### config.mk
export PLATFORM = sky130hd
export DESIGN_NAME = bnr_front
export DESIGN_NICKNAME = d
export VERILOG_FILES = /design/src/sv/assert_macros.svh /design/src/sv/bnr_pkg.sv /design/src/sv/bnr_front.sv
export SDC_FILE = /design/constraint.sdc
export NUM_CORES = 1
export LEC_CHECK = 0
export ABC_AREA = 1
export BUFFER_PORTS_ARGS = -buffer_cell sky130_fd_sc_hd__buf_4
export CAP_MARGIN = 20
export CORE_ASPECT_RATIO = 0.6
export CORE_UTILIZATION = 36
export DETAILED_ROUTE_END_ITERATION = 10
export PLACE_DENSITY = 0.74
export SLEW_MARGIN = 20
export SYNTH_ARGS = -nofsm -noshare
export SYNTH_HDL_FRONTEND = slang
export SYNTH_SLANG_ARGS = --single-unit
### constraint.sdc
create_clock -name i_clk -period 4.12 [get_ports i_clk]
set_input_delay 0.824 -clock i_clk [delete_from_list [all_inputs] [get_ports i_clk]]
set_output_delay 0.824 -clock i_clk [all_outputs]
set_load 0.005 [all_outputs]
### src/sv/assert_macros.svh
// assertion macros shared by the resolver modules
`ifndef ASSERT_MACROS_SVH
`define ASSERT_MACROS_SVH

// property that holds at every clock edge outside reset
`define ASSERT_ALWAYS(lbl, expr, msg) \
    lbl: assert property (@(posedge i_clk) disable iff (!i_rst_n) (expr)) else $error(msg);

// property whose consequent holds in the cycle after the antecedent
`define ASSERT_NEXT(lbl, ante, cons, msg) \
    lbl: assert property (@(posedge i_clk) disable iff (!i_rst_n) (ante) |=> (cons)) else $error(msg);

`endif

### src/sv/bnr_pkg.sv
// package of types, constants and helpers for the neutral resolver
`timescale 1ns / 1ps
package bnr_pkg;

    localparam int MAX_UNITS     = 1024;
    localparam int BRACKET_DEPTH = 63;
    localparam int AW  = (MAX_UNITS > 1) ? $clog2(MAX_UNITS) : 1;
    localparam int CW  = $clog2(MAX_UNITS + 1);
    localparam int SAW = (BRACKET_DEPTH > 1) ? $clog2(BRACKET_DEPTH) : 1;
    localparam int SDW = $clog2(BRACKET_DEPTH + 1);
    localparam int EPW = 10;

    localparam logic [3:0] CLS_ON = 4'd4;
    localparam logic [1:0] DIR_L    = 2'd0;
    localparam logic [1:0] DIR_R    = 2'd1;
    localparam logic [1:0] DIR_NONE = 2'd2;
    localparam logic [1:0] KIND_NONE  = 2'd0;
    localparam logic [1:0] KIND_OPEN  = 2'd1;
    localparam logic [1:0] KIND_CLOSE = 2'd2;
    localparam logic [1:0] KIND_BAD   = 2'd3;
    localparam logic [2:0] PF_LEFT  = 3'b001;
    localparam logic [2:0] PF_RIGHT = 3'b010;
    localparam logic [2:0] PF_VALID = 3'b100;
    localparam logic [1:0] ERR_NONE     = 2'd0;
    localparam logic [1:0] ERR_UNRES    = 2'd1;
    localparam logic [1:0] ERR_TOO_LONG = 2'd2;
    localparam logic       CMD_LOAD = 1'b0;

    typedef struct packed {
        logic        cmd;
        logic [3:0]  weak_class;
        logic        original_is_nsm;
        logic [1:0]  bracket_kind;
        logic [20:0] bracket_code;
        logic [20:0] paired_code;
        logic        sequence_level_odd;
        logic        start_is_right;
        logic        end_is_right;
        logic        last_unit;
    } t_in;

    typedef struct packed {
        logic [3:0]     resolved_class;
        logic           last_out;
        logic [1:0]     error_code;
        logic [EPW-1:0] error_position;
        logic           bracket_overflow;
    } t_out;

    typedef struct packed {
        logic [1:0]  kind;
        logic [20:0] code;
        logic [20:0] pcode;
    } t_binfo;

    typedef struct packed {
        logic [AW-1:0] close;
        logic [2:0]    flags;
    } t_pair;

    typedef struct packed {
        logic [20:0]   code;
        logic [AW-1:0] pos;
    } t_stk;

    // strong direction of a class, EN and AN count as R
    function automatic logic [1:0] dir_of(input logic [3:0] c);
        logic [1:0] d;
        d = DIR_NONE;
        if (c == 4'd0) d = DIR_L;
        else if (c >= 4'd1 && c <= 4'd3) d = DIR_R;
        return d;
    endfunction

    function automatic logic is_neutral(input logic [3:0] c);
        return (c >= 4'd4) && (c <= 4'd11);
    endfunction

endpackage

### src/sv/bnr_front.sv
// front stage: takes input transfers and classifies them
`timescale 1ns / 1ps
module bnr_front import bnr_pkg::*; (
    input  logic i_clk,
    input  logic i_rst_n,
    input  logic i_valid,
    output logic o_ready,
    input  t_in  i_data,
    output logic o_valid,
    input  logic i_ready,
    output t_in  o_data
);

    logic r_valid;
    t_in  r_item;
    t_in  n_item;

    assign o_ready = !r_valid || i_ready;
    assign o_valid = r_valid;
    assign o_data  = r_item;

    // unknown bracket kind is treated as no bracket
    always_comb begin
        n_item = i_data;
        if (i_data.bracket_kind == KIND_BAD) n_item.bracket_kind = KIND_NONE;
    end

    // holding register
    always_ff @(posedge i_clk) begin
        if (!i_rst_n) begin
            r_valid <= 1'b0;
        end else if (o_ready) begin
            r_valid <= i_valid;
        end
        if (o_ready && i_valid) r_item <= n_item;
    end

endmodule

# ---- Word level (Yosys, flattened, before mapping)
# Index checks and enable logic that the tools add are counted.
# Widths: inputs -> output; s select.
dict set report totals {
  in_bits 58
  mem_bits_rw 0
  latchBits 0
  register_bits 55
  n_memories 0
  rom_bits 0
  wordCells 15
}
dict set report classes {
  n_mul 0
  bitwise 0
  mux 0
  n_addsub 0
  div_mod_pow 0
  eq_ne 1
  shifts 0
  order_cmp 0
  reduce_logical 3
}
# operator n
set op_table {}
lappend op_table {{$eq 2x2->1 const B} 1}
lappend op_table {{$logic_and 1x1->1} 1}
lappend op_table {{$logic_not 1->1} 1}
lappend op_table {{$logic_or 1x1->1} 1}

# ---- Logic depth before layout (Yosys ltp)
# Gate-level depths: netlist (run 1).
dict set report depth {
  ltp_word 3
  mapped_depth 3
  ltp_nobuf 3
}

# ---- Worst setup path after synthesis (run 1)
# No wires, ideal clock.
dict set report synth_timing {
  kind {input port to flip-flop}
  start {input port i_valid}
  end {register r_item (netlist bit o_data[0]) (enable)}
  cell_stages 2
  slack_ns 0.127
  t_required_ns 3.637
  t_arrival_ns 3.509
  setup_time_ns 0.483
  path_cell_list {inv_1 > a21oi_1}
}
dict set report synth_via {
  elab_chain_cells 1
}
# element line
set synth_lines {}
lappend synth_lines {{from (decl)} bnr_front.sv:6} ;# input logic i_valid,
lappend synth_lines {{$logic_and 1x1->1} bnr_front.sv:35} ;# if (o_ready && i_valid) r_item <= n_item;
lappend synth_lines {{to (signal assigned)} bnr_front.sv:35}
lappend synth_lines {{to (decl)} bnr_front.sv:15} ;# t_in r_item;
# Every way passes these cells.
# A chain may end at the register's enable or synchronous reset.

# ---- Worst setup path in the final report (run 1)
dict set report layout_timing {
  start {input port i_valid}
  end {register r_item (netlist bit o_data[44]) (enable)}
}
# The elaborated chain is that of the path after synthesis.

==> key figures, run 1 <==
Status
  – Status: complete, no violations

GRT
  – Initial antenna violation count: 0
  – First-pass GRT wire length: 4.64 mm
  – Total gr overflow: 0
  – Vias in the first global route: 962
  – Largest net degree at the start of global routing: 33
  – Global-route usage over all layers: 13.4%

Synth
  – Mapped Cells: 65
  – Mean post-synth cell area: 26.0 um2
  – Syn_nets: 123
  – Area of the mapped netlist: 1690 um2
  – Synth warn: 0
  – Flop and latch count out of synthesis: 55
  – Sequential fraction of the synthesis area: 97.3%
  – Netlist cell types: 8

Placement
  – RD Place Congestion: 0.679
  – Placed cells: 239
  – Post-DP HPWL: 2.56 mm
  – I/O Buffers: 113

Power
  – Power per cell area: 386 nW/um2
  – Reg power frac: 63.3%
  – Sw Ratio: 19.3%
  – Clock group share of total power: 26.1%
  – Gate power share: 10.5%
  – Internal Power: 844 uW
  – VDD IR max: 0.000265 V
  – Leak: 1.16 nW
  – Net switching power figure: 202 uW

Floorplanning
  – Chip Height: 55.0 um
  – Ports: 114
  – Row cnt: 18
  – Initial Utilization: 39.2%
  – Die Area: 4980 um2
  – Core ar.: 4300 um2
  – Die Wd: 90.4 um

Worst setup path
  – Worst-path maximum fanout: 32
  – Startpoint Class: input pin
  – Worst Path Arrival: 2.03 ns
  – CP endpoint kind: flop
  – Worst Path Required: 4.08 ns
  – Reg2Reg Setup Slack: 2.32 ns
  – CP Class: in2reg

Timing
  – Post-route minimum period: 2.07 ns
  – Setup Viol. Count Final: 0
  – Transition time of the tightest slew-check pin: 0.688 ns
  – F_max: 0.484 GHz
  – Slew Limit Fails: 0
  – Final Cycle Share: 50.2%
  – RSZ-0062 raised after global routing: no
  – Setup TNS: 0 ns
  – Final hold viol count: 0
  – Max Clock Skew: 0.00687 ns
  – Worst slew margin: 54.0%

Clock network
  – Reg clk slew, reported paths: 0.09 ns
  – Clk sinks: 55
  – Maximum level of the CTS H-tree: 2
  – Cts repair resizes: 0
  – Later-pin clock latency in the skew report: 0.30 ns
  – TritonCTS clock tree: done
  – Deepest clock path buffer count: 2
  – Post-CTS Setup Bufs: 0
  – CTS Hold Buffers Added: 0
  – TritonCTS Buffers: 5
  – CTS root buffer: clkbuf_8

Route
  – First-pass DRT Iterations: 3
  – Drt wl/cell: 13.7 um
  – Via count: 1014
  – Post-route ant nets: 0
  – Drt total wl: 3.37 mm
  – Post-DR vias/cell: 4.11
  – DRC: 0
  – DR iter-0 viols: 15

Run
  – Max cap viols: 0

Finish
  – Most frequent cells in the layout: buf_4, edfxtp_1, clkbuf_8, inv_1
  – Layout cells sized above 1: 66.3%
  – Layout area overhead: 60.6%
  – Ant diodes: 0
  – Fillcell total: 305
  – Final net count: 244
  – Fin cells: 247
  – Commonest non-fill, non-tap cell in the layout: buf_4

Worst hold path
  – Min-Delay Path Class: reg2reg
==> critical path, stage by stage <==
cell and delay (ns):
buf_4 0.08, inv_1 0.07, a21oi_4 0.54, buf_4 0.48
==> power by group through the flow <==
stage	clock network, mW	registers, mW	logic [mW]
2_1_floorplan	0	0.682	0.0123
3_3_place_gp	0	0.674	0.109
3_5_place_dp	0	0.675	0.113
4_1_cts	0.285	0.663	0.113
5_1_grt	0.303	0.666	0.119
6_report	0.273	0.662	0.110
==> kinds of logic after synthesis <==
group / Yosys count / share of synthesized area, %
AO/OA/AOI/OAI: 2 / 0.815
flip-flops: 55 / 97.3
buffers and inverters: 5 / 1.11
AND/OR/NAND/NOR: 3 / 0.816
==> synthesized netlist by cell type (all sizes together) <==
library cell / n / share of area (%)
dfxtp: 1 / 1.2
nand2: 1 / 0.37
edfxtp: 54 / 96
nor2: 2 / 0.44
inv: 5 / 1.1
a21oi: 2 / 0.82
==> final timing paths <==
kind	startpoint	end	depth (start not counted)
worst max-delay path	i_valid	o_data[44]	4
worst min-delay path	o_valid	o_valid	2
worst max register to register	o_valid	o_data[44]	2
worst min register to register	o_valid	o_valid	2
==> state kept, by name (all words and copies together) (netlist names) <==
signal / flops
o_data: 54
o_valid: 1
==> stage by stage <==
step	util [%]	hold slack (ns)	worst slack [ns]	total power, mW	cell area (um2)
after floorplan	-	0.495	0.127	0.694	1690
after global placement	61.1	0.512	1.80	0.783	2630
after detailed placement	61.1	0.542	1.68	0.788	2630
after CTS	63.0	0.557	2.01	1.06	2710
after global routing	63.0	0.568	1.95	1.09	2710
final	63.0	0.553	2.05	1.05	2710
==> metal layers <==
metal | up-vias | GRT usage, % | share of wire (%)
met5 | - | 0 | 0
met3 | 5 | 8.61 | 13
li1 | 487 | - | -
met4 | 0 | 5.65 | 1.2
met2 | 67 | 22.9 | 50
met1 | 455 | 13.5 | 35
==> cell type report <==
class                   instances  area (um2)  share of cell area [%]
clock buffers                   7        76.3                    2.81
inverters                       5        18.8                   0.692
clock inverters                 1        5.00                   0.185
flip-flops and latches         55        1640                    60.5
multi-input cells               5        38.8                    1.43
repair buffers                114         856                    31.6
well taps                      60        75.1                    2.77
Note: power is estimated with default switching activity, not from simulation.
==> run 2: changes to the inputs <==
--- a/config.mk
+++ b/config.mk
@@ -9,9 +9,9 @@
 export BUFFER_PORTS_ARGS = -buffer_cell sky130_fd_sc_hd__buf_4
 export CAP_MARGIN = 20
 export CORE_ASPECT_RATIO = 0.6
-export CORE_UTILIZATION = 36
+export CORE_UTILIZATION = 40
 export DETAILED_ROUTE_END_ITERATION = 10
-export PLACE_DENSITY = 0.74
+export PLACE_DENSITY = 0.77
 export SLEW_MARGIN = 20
 export SYNTH_ARGS = -nofsm -noshare
 export SYNTH_HDL_FRONTEND = slang
==> constraint.sdc (replaced) <==
create_clock -name i_clk -period 2.02 [get_ports i_clk]
set_input_delay 0.404 -clock i_clk [delete_from_list [all_inputs] [get_ports i_clk]]
set_output_delay 0.404 -clock i_clk [all_outputs]
set_load 0.005 [all_outputs]
==> key figures, run 2 (synthesized netlist as in run 1, its figures left out) <==
GRT
  – Total gr overflow: 0
  – Initial antenna violation count: 0
  – Global-route usage over all layers: 14.9%
  – Vias in the first global route: 1008
  – Grt peak-use layer: met2
  – M2 GR Usage: 22.6%
  – First-pass GRT wire length: 4.71 mm
  – Met1 Use GR: 17.7%
  – M3 GR Usage: 9.29%
  – Largest net degree at the start of global routing: 32

Power
  – Net switching power figure: 411 uW
  – Leak: 1.16 nW
  – Internal Power: 1.72 mW
  – Sw Ratio: 19.3%
  – VDD IR max: 0.000484 V
  – Clock group share of total power: 26.1%
  – Gate power share: 10.5%
  – Reg power frac: 63.3%
  – Power per cell area: 786 nW/um2

Floorplanning
  – Ports: 114
  – Chip Height: 52.3 um
  – Die Area: 4490 um2
  – Core ar.: 3850 um2
  – Initial Utilization: 43.8%
  – Die Wd: 85.9 um
  – Row cnt: 17

Timing
  – Setup TNS: 0 ns
  – Final Cycle Share: 66.0%
  – Worst slew margin: 74.6%
  – Post-route minimum period: 1.33 ns
  – RSZ-0062 raised after global routing: no
  – Final hold viol count: 0
  – Hold slack: 0.284 ns
  – F_max: 0.750 GHz
  – Max Clock Skew: 0.00444 ns
  – Transition time of the tightest slew-check pin: 0.382 ns
  – Setup Viol. Count Final: 0
  – Slew Limit Fails: 0

Finish
  – Post-layout util: 70.5%
  – Commonest non-fill, non-tap cell in the layout: buf_4
  – Final net count: 245
  – Largest register FFs: 54
  – Fin cells: 245
  – Most frequent cells in the layout: buf_4, edfxtp_1, clkbuf_8, inv_1
  – Layout area overhead: 60.9%
  – Layout cells sized above 1: 66.5%
  – Ant diodes: 0

Worst setup path
  – Worst Path Arrival: 0.93 ns
  – Worst-path maximum fanout: 3
  – Worst Path Required: 1.62 ns
  – Startpoint Class: flop
  – CP Class: reg2out
  – CP endpoint kind: primary output

Route
  – Post-DR vias/cell: 4.27
  – Drt total wl: 3.38 mm
  – Via count: 1046
  – First-pass DRT Iterations: 2
  – DR iter-0 viols: 33
  – DRC: 0
  – Post-route ant nets: 0
  – Drt wl/cell: 13.8 um

Clock network
  – CTS root buffer: clkbuf_8
  – Cts repair resizes: 0
  – Post-CTS Setup Bufs: 0
  – Clk sinks: 55
  – CTS Hold Buffers Added: 0
  – Maximum level of the CTS H-tree: 2
  – TritonCTS clock tree: done
  – TritonCTS Buffers: 5
  – Deepest clock path buffer count: 2
  – Later-pin clock latency in the skew report: 0.29 ns
  – Reg clk slew, reported paths: 0.09 ns

Placement
  – Placed cells: 237
  – Post-DP HPWL: 2.52 mm
  – I/O Buffers: 113
  – RD Place Congestion: 0.706

Worst hold path
  – Min-Delay Path Class: in2reg

Run
  – Max cap viols: 0

Status
  – Status: complete, no violations
## run 2: area by class of cell
class | count | area [um2]
fillers | 250 | 1130
multi-input cells | 5 | 38.8
repair buffers | 115 | 863
inverters | 5 | 18.8
well taps | 57 | 71.3
flip-flops and latches | 55 | 1640
clock inverters | 1 | 5.00
clock buffers | 7 | 76.3
## run 2: critical path: stages (launching register included)
cell and delay, ns:
dfxtp_1 0.42, nand2_2 0.09, buf_4 0.13
## run 2: worst paths after layout
check | end | start | depth (start not counted) | slack, ns
max | o_ready | o_valid | 2 | 0.69
min | o_data[2] | i_data[2] | 1 | 0.28
max reg2reg | o_data[37] | o_valid | 2 | 0.79
min reg2reg | o_valid | o_valid | 2 | 0.54
## run 2: metrics by stage
step,cell area (um2),setup slack (ns),total power [mW]
after detailed placement,2630,0.610,1.61
after global routing,2720,0.636,2.23
after CTS,2720,0.669,2.16
after global placement,2630,0.654,1.60
after floorplan,1700,0.230,1.41
final,2720,0.686,2.13
## run 2: power groups by stage
| stage | Clock [mW] | Sequential (mW) | Combinational [mW] |
|---|---|---|---|
| after global routing | 0.632 | 1.36 | 0.242 |
| final | 0.558 | 1.35 | 0.225 |
| after detailed placement | 0 | 1.38 | 0.229 |
| after floorplan | 0 | 1.39 | 0.0274 |
| after CTS | 0.583 | 1.35 | 0.229 |
| after global placement | 0 | 1.38 | 0.223 |
## run 2: layer usage
metal / share of wire [%] / routed length, um / vias to the layer above
met5: 0 / 0 / -
met4: 0.62 / 21 / 0
met3: 14 / 478 / 2
met2: 45 / 1530 / 79
met1: 40 / 1350 / 475
li1: - / - / 490
