==> config.mk <==
export PLATFORM = sky130hd
export DESIGN_NAME = bnr_queue
export DESIGN_NICKNAME = d
export VERILOG_FILES = /design/src/sv/bnr_pkg.sv /design/src/sv/bnr_queue.sv
export VERILOG_INCLUDE_DIRS = /design/src /design/src/sv
export SDC_FILE = /design/constraint.sdc
export NUM_CORES = 1
export LEC_CHECK = 0
export BUFFER_PORTS_ARGS = -buffer_cell sky130_fd_sc_hd__buf_2
export CAP_MARGIN = 15
export CORE_AREA = 8 8 142 144
export CTS_CLUSTER_SIZE = 25
export DETAILED_ROUTE_END_ITERATION = 6
export DIE_AREA = 0 0 150 152
export PLACE_DENSITY = 0.51
export SLEW_MARGIN = 10
export SYNTH_ARGS = -nofsm -noshare
export SYNTH_HDL_FRONTEND = slang
export SYNTH_SLANG_ARGS = --single-unit
==> constraint.sdc <==
create_clock -name i_clk -period 6.4 [get_ports i_clk]
set_input_delay 1.28 -clock i_clk [delete_from_list [all_inputs] [get_ports i_clk]]
set_output_delay 1.28 -clock i_clk [all_outputs]
set_load 0.01 [all_outputs]
==> src/sv/assert_macros.svh <==
// assertion macros shared by the resolver modules
`ifndef ASSERT_MACROS_SVH
`define ASSERT_MACROS_SVH

// property that holds at every clock edge outside reset
`define ASSERT_ALWAYS(lbl, expr, msg) \
    lbl: assert property (@(posedge i_clk) disable iff (!i_rst_n) (expr)) else $error(msg);

// property whose consequent holds in the cycle after the antecedent
`define ASSERT_NEXT(lbl, ante, cons, msg) \
    lbl: assert property (@(posedge i_clk) disable iff (!i_rst_n) (ante) |=> (cons)) else $error(msg);

`endif

==> src/sv/bnr_pkg.sv <==
// package of types, constants and helpers for the neutral resolver
`timescale 1ns / 1ps
package bnr_pkg;

    localparam int MAX_UNITS     = 1024;
    localparam int BRACKET_DEPTH = 63;
    localparam int AW  = (MAX_UNITS > 1) ? $clog2(MAX_UNITS) : 1;
    localparam int CW  = $clog2(MAX_UNITS + 1);
    localparam int SAW = (BRACKET_DEPTH > 1) ? $clog2(BRACKET_DEPTH) : 1;
    localparam int SDW = $clog2(BRACKET_DEPTH + 1);
    localparam int EPW = 10;

    localparam logic [3:0] CLS_ON = 4'd4;
    localparam logic [1:0] DIR_L    = 2'd0;
    localparam logic [1:0] DIR_R    = 2'd1;
    localparam logic [1:0] DIR_NONE = 2'd2;
    localparam logic [1:0] KIND_NONE  = 2'd0;
    localparam logic [1:0] KIND_OPEN  = 2'd1;
    localparam logic [1:0] KIND_CLOSE = 2'd2;
    localparam logic [1:0] KIND_BAD   = 2'd3;
    localparam logic [2:0] PF_LEFT  = 3'b001;
    localparam logic [2:0] PF_RIGHT = 3'b010;
    localparam logic [2:0] PF_VALID = 3'b100;
    localparam logic [1:0] ERR_NONE     = 2'd0;
    localparam logic [1:0] ERR_UNRES    = 2'd1;
    localparam logic [1:0] ERR_TOO_LONG = 2'd2;
    localparam logic       CMD_LOAD = 1'b0;

    typedef struct packed {
        logic        cmd;
        logic [3:0]  weak_class;
        logic        original_is_nsm;
        logic [1:0]  bracket_kind;
        logic [20:0] bracket_code;
        logic [20:0] paired_code;
        logic        sequence_level_odd;
        logic        start_is_right;
        logic        end_is_right;
        logic        last_unit;
    } t_in;

    typedef struct packed {
        logic [3:0]     resolved_class;
        logic           last_out;
        logic [1:0]     error_code;
        logic [EPW-1:0] error_position;
        logic           bracket_overflow;
    } t_out;

    typedef struct packed {
        logic [1:0]  kind;
        logic [20:0] code;
        logic [20:0] pcode;
    } t_binfo;

    typedef struct packed {
        logic [AW-1:0] close;
        logic [2:0]    flags;
    } t_pair;

    typedef struct packed {
        logic [20:0]   code;
        logic [AW-1:0] pos;
    } t_stk;

    // strong direction of a class, EN and AN count as R
    function automatic logic [1:0] dir_of(input logic [3:0] c);
        logic [1:0] d;
        d = DIR_NONE;
        if (c == 4'd0) d = DIR_L;
        else if (c >= 4'd1 && c <= 4'd3) d = DIR_R;
        return d;
    endfunction

    function automatic logic is_neutral(input logic [3:0] c);
        return (c >= 4'd4) && (c <= 4'd11);
    endfunction

endpackage

==> src/sv/bnr_queue.sv <==
// two-entry queue between front and back
`timescale 1ns / 1ps
`include "assert_macros.svh"
module bnr_queue import bnr_pkg::*; (
    input  logic i_clk,
    input  logic i_rst_n,
    input  logic i_valid,
    output logic o_ready,
    input  t_in  i_data,
    output logic o_valid,
    input  logic i_pop,
    output t_in  o_data
);

    t_in        r_mem [2];
    logic       r_wp;
    logic       r_rp;
    logic [1:0] r_cnt;
    logic       push;
    logic       pop;

    assign o_ready = (r_cnt != 2'd2);
    assign o_valid = (r_cnt != 2'd0);
    assign o_data  = r_mem[r_rp];
    assign push    = i_valid && o_ready;
    assign pop     = i_pop && o_valid;

    // pointers and fill level
    always_ff @(posedge i_clk) begin
        if (!i_rst_n) begin
            r_wp  <= 1'b0;
            r_rp  <= 1'b0;
            r_cnt <= 2'd0;
        end else begin
            if (push) r_wp <= ~r_wp;
            if (pop) r_rp <= ~r_rp;
            r_cnt <= r_cnt + {1'b0, push} - {1'b0, pop};
        end
        if (push) r_mem[r_wp] <= i_data;
    end

    `ASSERT_ALWAYS(a_q_level, r_cnt <= 2'd2, "queue level beyond two")
    `ASSERT_NEXT(a_q_ptr, r_cnt == 2'd0, r_wp == r_rp || r_cnt == 2'd1, "queue pointers out of step")

endmodule

Word level (Yosys, flattened, before mapping) --
Memory sizes are Yosys's and may differ from the RTL's. A register that Yosys moved wholly into a read port is not among the register bits. Cells that the tools add are included.
Cells by class: add/subtract/negate cells 2, equality and inequality tests 1, bitwise logic cells 2, mux-type cells 4, reductions and logical operators 3
Operators by type and width (count):
- $mux W1 | 4
- $add A2 B1 Y2 | 1
- $logic_and A1 B1 Y1 | 2
- $ne A2 B2 Y1 const B | 1
- $not A1 Y1 | 2
- $reduce_bool A2 Y1 | 1
- $sub A2 B1 Y2 | 1
Storage, ports and cells: register bits 4, output and inout port bits 56, bits of input ports 58, memories kept 1, logic and storage cells 16, bits in writable memories 108
Memories:
- r_mem | words 2, bits a word 54, read ports 1, clocked after memory_dff 1, wr ports 1, RTL line bnr_queue.sv:15 | t_in r_mem [2];

Logic depth before layout (Yosys ltp) --
Gate-level depths: netlist (run 1).
word-level depth 4, mapped depth 8

Worst setup path before layout (run 1) --
Ideal clock, no wire load.
kind input-to-reg, start in i_valid, end mem r_mem[0][0] in the netlist's numbering (enable), path buffers 0, slack 2.295 ns, setup time 0.466 ns, data arrival time 3.639 ns, cell stages on the path 2, required time 5.934 ns, cell sequence nand2_1 -> nor2_1
Between the ends: longest elaborated chain between the ends 3
Ends and longest elaborated chain:
- start: declaration | RTL line bnr_queue.sv:7 | input logic i_valid,
- $logic_and A1 B1 Y1 | RTL line bnr_queue.sv:25 | assign push = i_valid && o_ready;
- $mux W1 | RTL line bnr_queue.sv:39 | if (push) r_mem[r_wp] <= i_data;
- $mux W1 (implied by the code) | RTL line bnr_queue.sv:39
- end: declaration | RTL line bnr_queue.sv:15
No other way between the ends.

==> results of run 1 <==
layout by cell type (no fill, tap or decap), drive strengths merged:
| master | synthesis | routed |
|---|---|---|
| buf | 6 | 115 |
| edfxtp | 108 | 108 |
| mux2 | 54 | 54 |
| clkbuf | 0 | 20 |
| clkinv | 0 | 9 |
| dfxtp | 5 | 5 |
| xnor2 | 3 | 3 |
| nand2b | 2 | 2 |
| nand2 | 2 | 2 |
| nor2b | 2 | 2 |
| and2 | 2 | 2 |
| ha | 2 | 2 |
| o21a | 1 | 1 |
| or2 | 1 | 1 |
| inv | 1 | 1 |
| and3 | 1 | 1 |
| nor2 | 1 | 1 |
| mux2i | 1 | 1 |
| bufinv | 0 | 1 |
cell usage after synthesis:
cell type	number	area share
buf_12	5	0.023
mux2_2	4	0.010
inv_1	1	0.00086
xnor2_1	3	0.0060
dfxtp_1	5	0.023
and2_1	2	0.0029
nor2_1	1	0.00086
nand2_1	2	0.0017
o21a_1	1	0.0017
buf_6	1	0.0026
and3_1	1	0.0014
mux2i_1	1	0.0023
ha_1	2	0.0057
nor2b_1	2	0.0029
edfxtp_1	108	0.74
nand2b_1	2	0.0029
or2_2	1	0.0014
mux2_4	50	0.17
layout make-up:
| cell class | count | share of cell area |
|---|---|---|
| multi-input cells | 72 | 0.165 |
| clock inverters | 10 | 0.0126 |
| flip-flops and latches | 113 | 0.591 |
| repair buffers | 115 | 0.103 |
| inverters | 1 | 0.000663 |
| clock buffers | 20 | 0.0771 |
| well taps | 229 | 0.0506 |
flip-flops by register name (all words and copies together) (netlist names), named ones only:
| register | flops |
|---|---|
| r_mem | 108 |
| r_cnt | 2 |
| r_rp | 1 |
| r_wp | 1 |
worst max-delay path: stages, from the launching register on:
cell,delay [ns]
dfxtp_4,1.02
mux2_2,0.42
buf_2,0.14
power by group:
group	internal, mW	switching (mW)
logic	0.280	0.211
clock network	0.518	0.293
registers	0.934	0.0878
total	1.73	0.591
stage by stage:
| stage | instances | instance area (µm²) | utilization | setup WS (ns) | hold slack [ns] |
|---|---|---|---|---|---|
| after floorplan | 192 | 4380 | - | 2.30 | 0.455 |
| after global placement | 530 | 5150 | 0.290 | 3.46 | 0.504 |
| after detailed placement | 530 | 5150 | 0.290 | 3.45 | 0.516 |
| after CTS | 560 | 5660 | 0.318 | 3.00 | 0.522 |
| after global routing | 560 | 5660 | 0.318 | 2.94 | 0.574 |
| final | 560 | 5660 | 0.318 | 3.07 | 0.521 |
worst min-delay path by stage:
stage | end | slack, ns | cells past startpoint
finish | r_wp$_SDFFE_PN0N_ | 0.52 | 2
global placement | r_wp$_SDFFE_PN0N_ | 0.50 | 2
floorplan | r_wp$_SDFFE_PN0N_ | 0.45 | 2
CTS | r_wp$_SDFFE_PN0N_ | 0.52 | 2
detailed placement | r_wp$_SDFFE_PN0N_ | 0.52 | 2
global route | r_wp$_SDFFE_PN0N_ | 0.57 | 2
logic make-up after synthesis:
| logic type | after synthesis | synth area share |
|---|---|---|
| xor+xnor | 3 | 0.00599 |
| mux | 55 | 0.184 |
| fa+ha+maj | 2 | 0.00571 |
| compound gates | 1 | 0.00171 |
| flops | 113 | 0.763 |
| simple gates | 11 | 0.0140 |
| buf+inv | 7 | 0.0263 |
routing by layer:
metal  wire (µm)  track usage  up-vias
li1            -            -     1006
met1        3450       0.0832     1074
met2        4360        0.130       74
met3         810       0.0463       10
met4          84       0.0343        2
met5          10            0        -
==> out/qor.txt, run 1 <==
status = finished clean
H-tree depth = 4
FF/Latch Area = 0.00335 mm²
Initial Utilization = 0.247
Placer Congestion = 0.629
hold path start = r_wp$_SDFFE_PN0N_
register area share after synthesis = 0.763
CP arrival = 2.05 ns
number of global-route vias before repair = 2,446
Final Max Slew Viols = 0
final setup TNS = 0 ns
FILL cells = 1,781
core area = 0.0178 mm²
Final Critical Period = 3.33 ns
PD cells = 410 mW/mm²
Setup crit end kind = output port
cells on worst reg2reg path = 4
Post-CTS Hold Buffers = 0
Final #Nets = 380
unique cell type count in the Yosys netlist = 18
Post-Syn Nets = 252
Rel. slew slack = 0.307
post-synthesis cell area = 0.00438 mm²
Area Overhead vs Synth = 29.1%
routed via count = 2,166
I/O pins = 114
Sink Count = 113
layout cell share with drive strength beyond 1 = 0.595
Detailed Route WL = 8.72 mm
Fin. Hold Viols = 0
Final setup viols = 0
drt drc = 0
Via density = 3.87
Clk Latency, worst-skew pair = 0.40 ns
critical path type = flop to output port
die width = 150 µm
GRT Util Overall = 0.0804
worst clock skew = 0.00808 ns
RSZ-0062 raised after global routing = no
MaxCap Viol Count = 0
VDD IR max = 169 µV
number of port buffers = 113
crit path launch type = flop
initial antenna violation count = 1
die area = 0.0228 mm²
crit-path max FO = 54
LEAKAGE = 2.20 nW
Die H = 152 µm
Avg Inst Size Synth = 22.8 µm²
area of the multi-input gates = 935 µm²
cts repair resizes = 0
Reg2Reg Capture Point = r_mem[0][19]$_DFFE_PP_
number of CTS-inserted buffers = 17
Critical Path End = o_data[1]
drt first-iter violations = 94
Worst Tran Pin Value = 1.04 ns
post-CTS setup buffers = 0
clk buf depth = 2
ant diodes = 0
period utilization = 0.520
CTS clock-pin slew for the worst setup and hold paths = 0.05 ns
DR WL/cell = 15.6 µm
Congestion Overflow GR = 0
WP data required = 5.12 ns
Reg2Reg Setup Slack = 4.62 ns
Std-Cell Rows = 49
f_max = 301 MHz
Worst R2R Start = r_cnt[0]$_SDFF_PN0_
Hold Crit Class = flop to flop
CTS tree = done
FF+latch count, synth = 113
Routed Antenna Nets = 0
Post-Syn Instances = 192
detailed placer's ending HPWL = 5.65 mm
drt pass-1 iters = 4
CTS root buf = clkbuf_16
Power, Total = 2.32 mW
largest net degree at the start of global routing = 55
Yosys Warn Count = 0
first-pass GRT wire length = 13.5 mm
Power figures use the tool's default switching activity.
==> inputs of run 2 (changes only) <==
--- a/config.mk
+++ b/config.mk
@@ -12,7 +12,7 @@
 export CTS_CLUSTER_SIZE = 25
 export DETAILED_ROUTE_END_ITERATION = 6
 export DIE_AREA = 0 0 150 152
-export PLACE_DENSITY = 0.51
+export PLACE_DENSITY = 0.53
 export SLEW_MARGIN = 10
 export SYNTH_ARGS = -nofsm -noshare
 export SYNTH_HDL_FRONTEND = slang
==> constraint.sdc (replaced) <==
create_clock -name i_clk -period 2.7 [get_ports i_clk]
set_input_delay 0.54 -clock i_clk [delete_from_list [all_inputs] [get_ports i_clk]]
set_output_delay 0.54 -clock i_clk [all_outputs]
set_load 0.01 [all_outputs]
==> run 2 against run 1 <==
Compared with the run above: final cell count up 0.89%; highest routed layer is now met4; sequential cell count unchanged; sequential share of layout area decreased by 1.9 points; combinational power increased to 2.6 times the previous value; global-route usage barely moved; utilization up 1.1 points; non-clock buffer count is 3 higher.
==> out/qor.txt, run 2 (synthesized netlist as in run 1, its figures left out) <==
number of CTS-inserted buffers = 17 (unchanged)
Detailed Route WL = 8.81 mm (was 8.72 mm)
critical path type = flop to output port (unchanged)
Critical Path End = o_data[23] (was o_data[1])
CP Cell Sequence = buf_4 > mux2_4 > buf_2 (was mux2_2 > buf_2)
Int Power = 4.61 mW (was 1.73 mW)
Largest regs = r_mem: 108 flops, r_cnt: 2 flops (unchanged)
Area after DPL = 0.00520 mm² (was 0.00515 mm²)
commonest non-fill, non-tap cell in the layout = buf_2 (unchanged)
worst clock skew = 0.0105 ns (was 0.00808 ns)
cell family with most CP delay = flip-flops (unchanged)
Largest register FFs = 108 (unchanged)
Logic pwr share = 0.214 (was 0.211)
Worst Tran Pin Value = 0.423 ns (was 1.04 ns)
Reg2Reg Capture Point = r_cnt[1]$_SDFF_PN0_ (was r_mem[0][19]$_DFFE_PP_)
final setup TNS = 0 ns (unchanged)
Die H = 152 µm (unchanged)
Worst R2R Start = r_cnt[0]$_SDFF_PN0_ (unchanged)
cells on worst reg2reg path = 8 (was 4)
Final Max Slew Viols = 0 (unchanged)
Via density = 3.85 (was 3.87)
Flop pwr share = 0.381 (was 0.440)
layout cell share with drive strength beyond 1 = 0.601 (was 0.595)
number of port buffers = 113 (unchanged)
number of global-route vias before repair = 2,419 (was 2,446)
crit-path max FO = 16 (was 54)
status = finished clean (unchanged)
Reg2Reg Setup Slack = 1.02 ns (was 4.62 ns)
P_sw = 1.47 mW (was 0.591 mW)
H-tree depth = 4 (unchanged)
Levels on crit path = 3 (was 2)
detailed placer's ending HPWL = 5.96 mm (was 5.65 mm)
Final #Nets = 383 (was 380)
Fin. Hold Viols = 0 (unchanged)
Setup crit end kind = output port (unchanged)
Clk Latency, worst-skew pair = 0.41 ns (was 0.40 ns)
CTS tree = done (unchanged)
f_max = 435 MHz
CTS root buf = clkbuf_16 (unchanged)
I/O pins = 114 (unchanged)
WP data required = 2.16 ns (was 5.12 ns)
Sink Count = 113 (unchanged)
drt pass-1 iters = 6 (was 4)
Hold Crit Class = input port to flop (was flop to flop)
post-CTS setup buffers = 0 (unchanged)
ant diodes = 0 (unchanged)
Worst Path Buf+Inv = 2 (was 1)
Congestion Overflow GR = 0 (unchanged)
core area = 0.0178 mm² (unchanged)
Initial Utilization = 0.247 (unchanged)
Std-Cell Rows = 49 (unchanged)
most frequent cells in the layout = buf_2, edfxtp_1, mux2_4 (unchanged)
CP arrival = 1.76 ns (was 2.05 ns)
Post-CTS Hold Buffers = 0 (unchanged)
initial antenna violation count = 0 (was 1)
die width = 150 µm (unchanged)
clk buf depth = 2 (unchanged)
drt drc = 0 (unchanged)
LEAKAGE = 2.28 nW (was 2.20 nW)
drt first-iter violations = 117 (was 94)
CP max stage cell = dfxtp_4 (unchanged)
RSZ-0062 raised after global routing = no (unchanged)
Power, Total = 6.08 mW (was 2.32 mW)
Final setup viols = 0 (unchanged)
Placer Congestion = 0.667 (was 0.629)
crit path launch type = flop (unchanged)
CTS clock-pin slew for the worst setup and hold paths = 0.05 ns (about the same)
period utilization = 0.851
clock share of power = 0.404 (was 0.349)
PD cells = 1040 mW/mm² (was 410 mW/mm²)
Rel. slew slack = 0.718 (was 0.307)
Net Sw Frac = 0.241 (was 0.255)
DR WL/cell = 15.6 µm (about the same)
Final Cell Area = 0.00585 mm² (was 0.00566 mm²)
Area Overhead vs Synth = 33.4% (was 29.1%)
Biggest register = r_mem (unchanged)
die area = 0.0228 mm² (unchanged)
Final Critical Period = 2.30 ns
max incr delay on CP = 0.53 ns (was 1.02 ns)
Routed Antenna Nets = 0 (unchanged)
first-pass GRT wire length = 13.4 mm (was 13.5 mm)
cts repair resizes = 0 (unchanged)
GRT Util Overall = 0.0800 (was 0.0804)
largest net degree at the start of global routing = 55 (unchanged)
MaxCap Viol Count = 0 (unchanged)
routed via count = 2,173 (was 2,166)
VDD IR max = 431 µV (was 169 µV)
[run 2: changes by cell type in the layout (fill, tap and decap cells not counted), sizes merged]
cell and delta:
buf +3, clkinvlp +1, bufinv +5, clkinv -4
[run 2: layout make-up]
| type | count | area, µm² |
|---|---|---|
| Fill cell | 1774 | 11900 |
| Sequential cell | 113 | 3350 |
| Multi-Input combinational cell | 72 | 935 |
| Timing Repair Buffer | 118 | 628 |
| Clock buffer | 20 | 437 |
| Tap cell | 229 | 287 |
| Clock inverter | 12 | 213 |
| Inverter | 1 | 3.75 |
[run 2: worst min path at each step]
| stage | slack (ns) | from | depth (start not counted) | end |
|---|---|---|---|---|
| 5_1_grt | 0.29 | i_data[30] | 1 | r_mem[1][30]$_DFFE_PP_ |
| 3_3_place_gp | 0.50 | r_wp$_SDFFE_PN0N_ | 2 | r_wp$_SDFFE_PN0N_ |
| 6_report | 0.32 | i_data[33] | 1 | r_mem[0][33]$_DFFE_PP_ |
| 2_1_floorplan | 0.47 | r_wp$_SDFFE_PN0N_ | 2 | r_wp$_SDFFE_PN0N_ |
| 3_5_place_dp | 0.51 | r_wp$_SDFFE_PN0N_ | 2 | r_wp$_SDFFE_PN0N_ |
| 4_1_cts | 0.29 | i_data[33] | 1 | r_mem[0][33]$_DFFE_PP_ |
[run 2: routing by layer]
| layer | track usage | part of all wire | vias to the layer above |
|---|---|---|---|
| met4 | 0.0429 | 0.015 | 0 |
| met5 | 0 | 0 | - |
| li1 | - | - | 1019 |
| met1 | 0.0838 | 0.41 | 1067 |
| met2 | 0.129 | 0.49 | 76 |
| met3 | 0.0392 | 0.082 | 11 |
[run 2: per-stage QoR]
step | cells | hold WS (ns) | setup WS [ns] | utilization
6_report | 565 | 0.316 | 0.402 | 0.329
5_1_grt | 565 | 0.292 | 0.309 | 0.329
4_1_cts | 565 | 0.291 | 0.343 | 0.329
3_5_place_dp | 533 | 0.514 | 0.795 | 0.292
3_3_place_gp | 533 | 0.505 | 0.815 | 0.292
2_1_floorplan | 192 | 0.466 | 0.214 | -
[run 2: power groups by stage]
stage          Clock (mW)  Combinational (mW)  Sequential, mW
3_5_place_dp            0                1.35            2.35
4_1_cts              2.52                1.35            2.32
5_1_grt              2.59                1.42            2.34
2_1_floorplan           0               0.992            2.30
3_3_place_gp            0                1.33            2.35
6_report             2.46                1.30            2.32
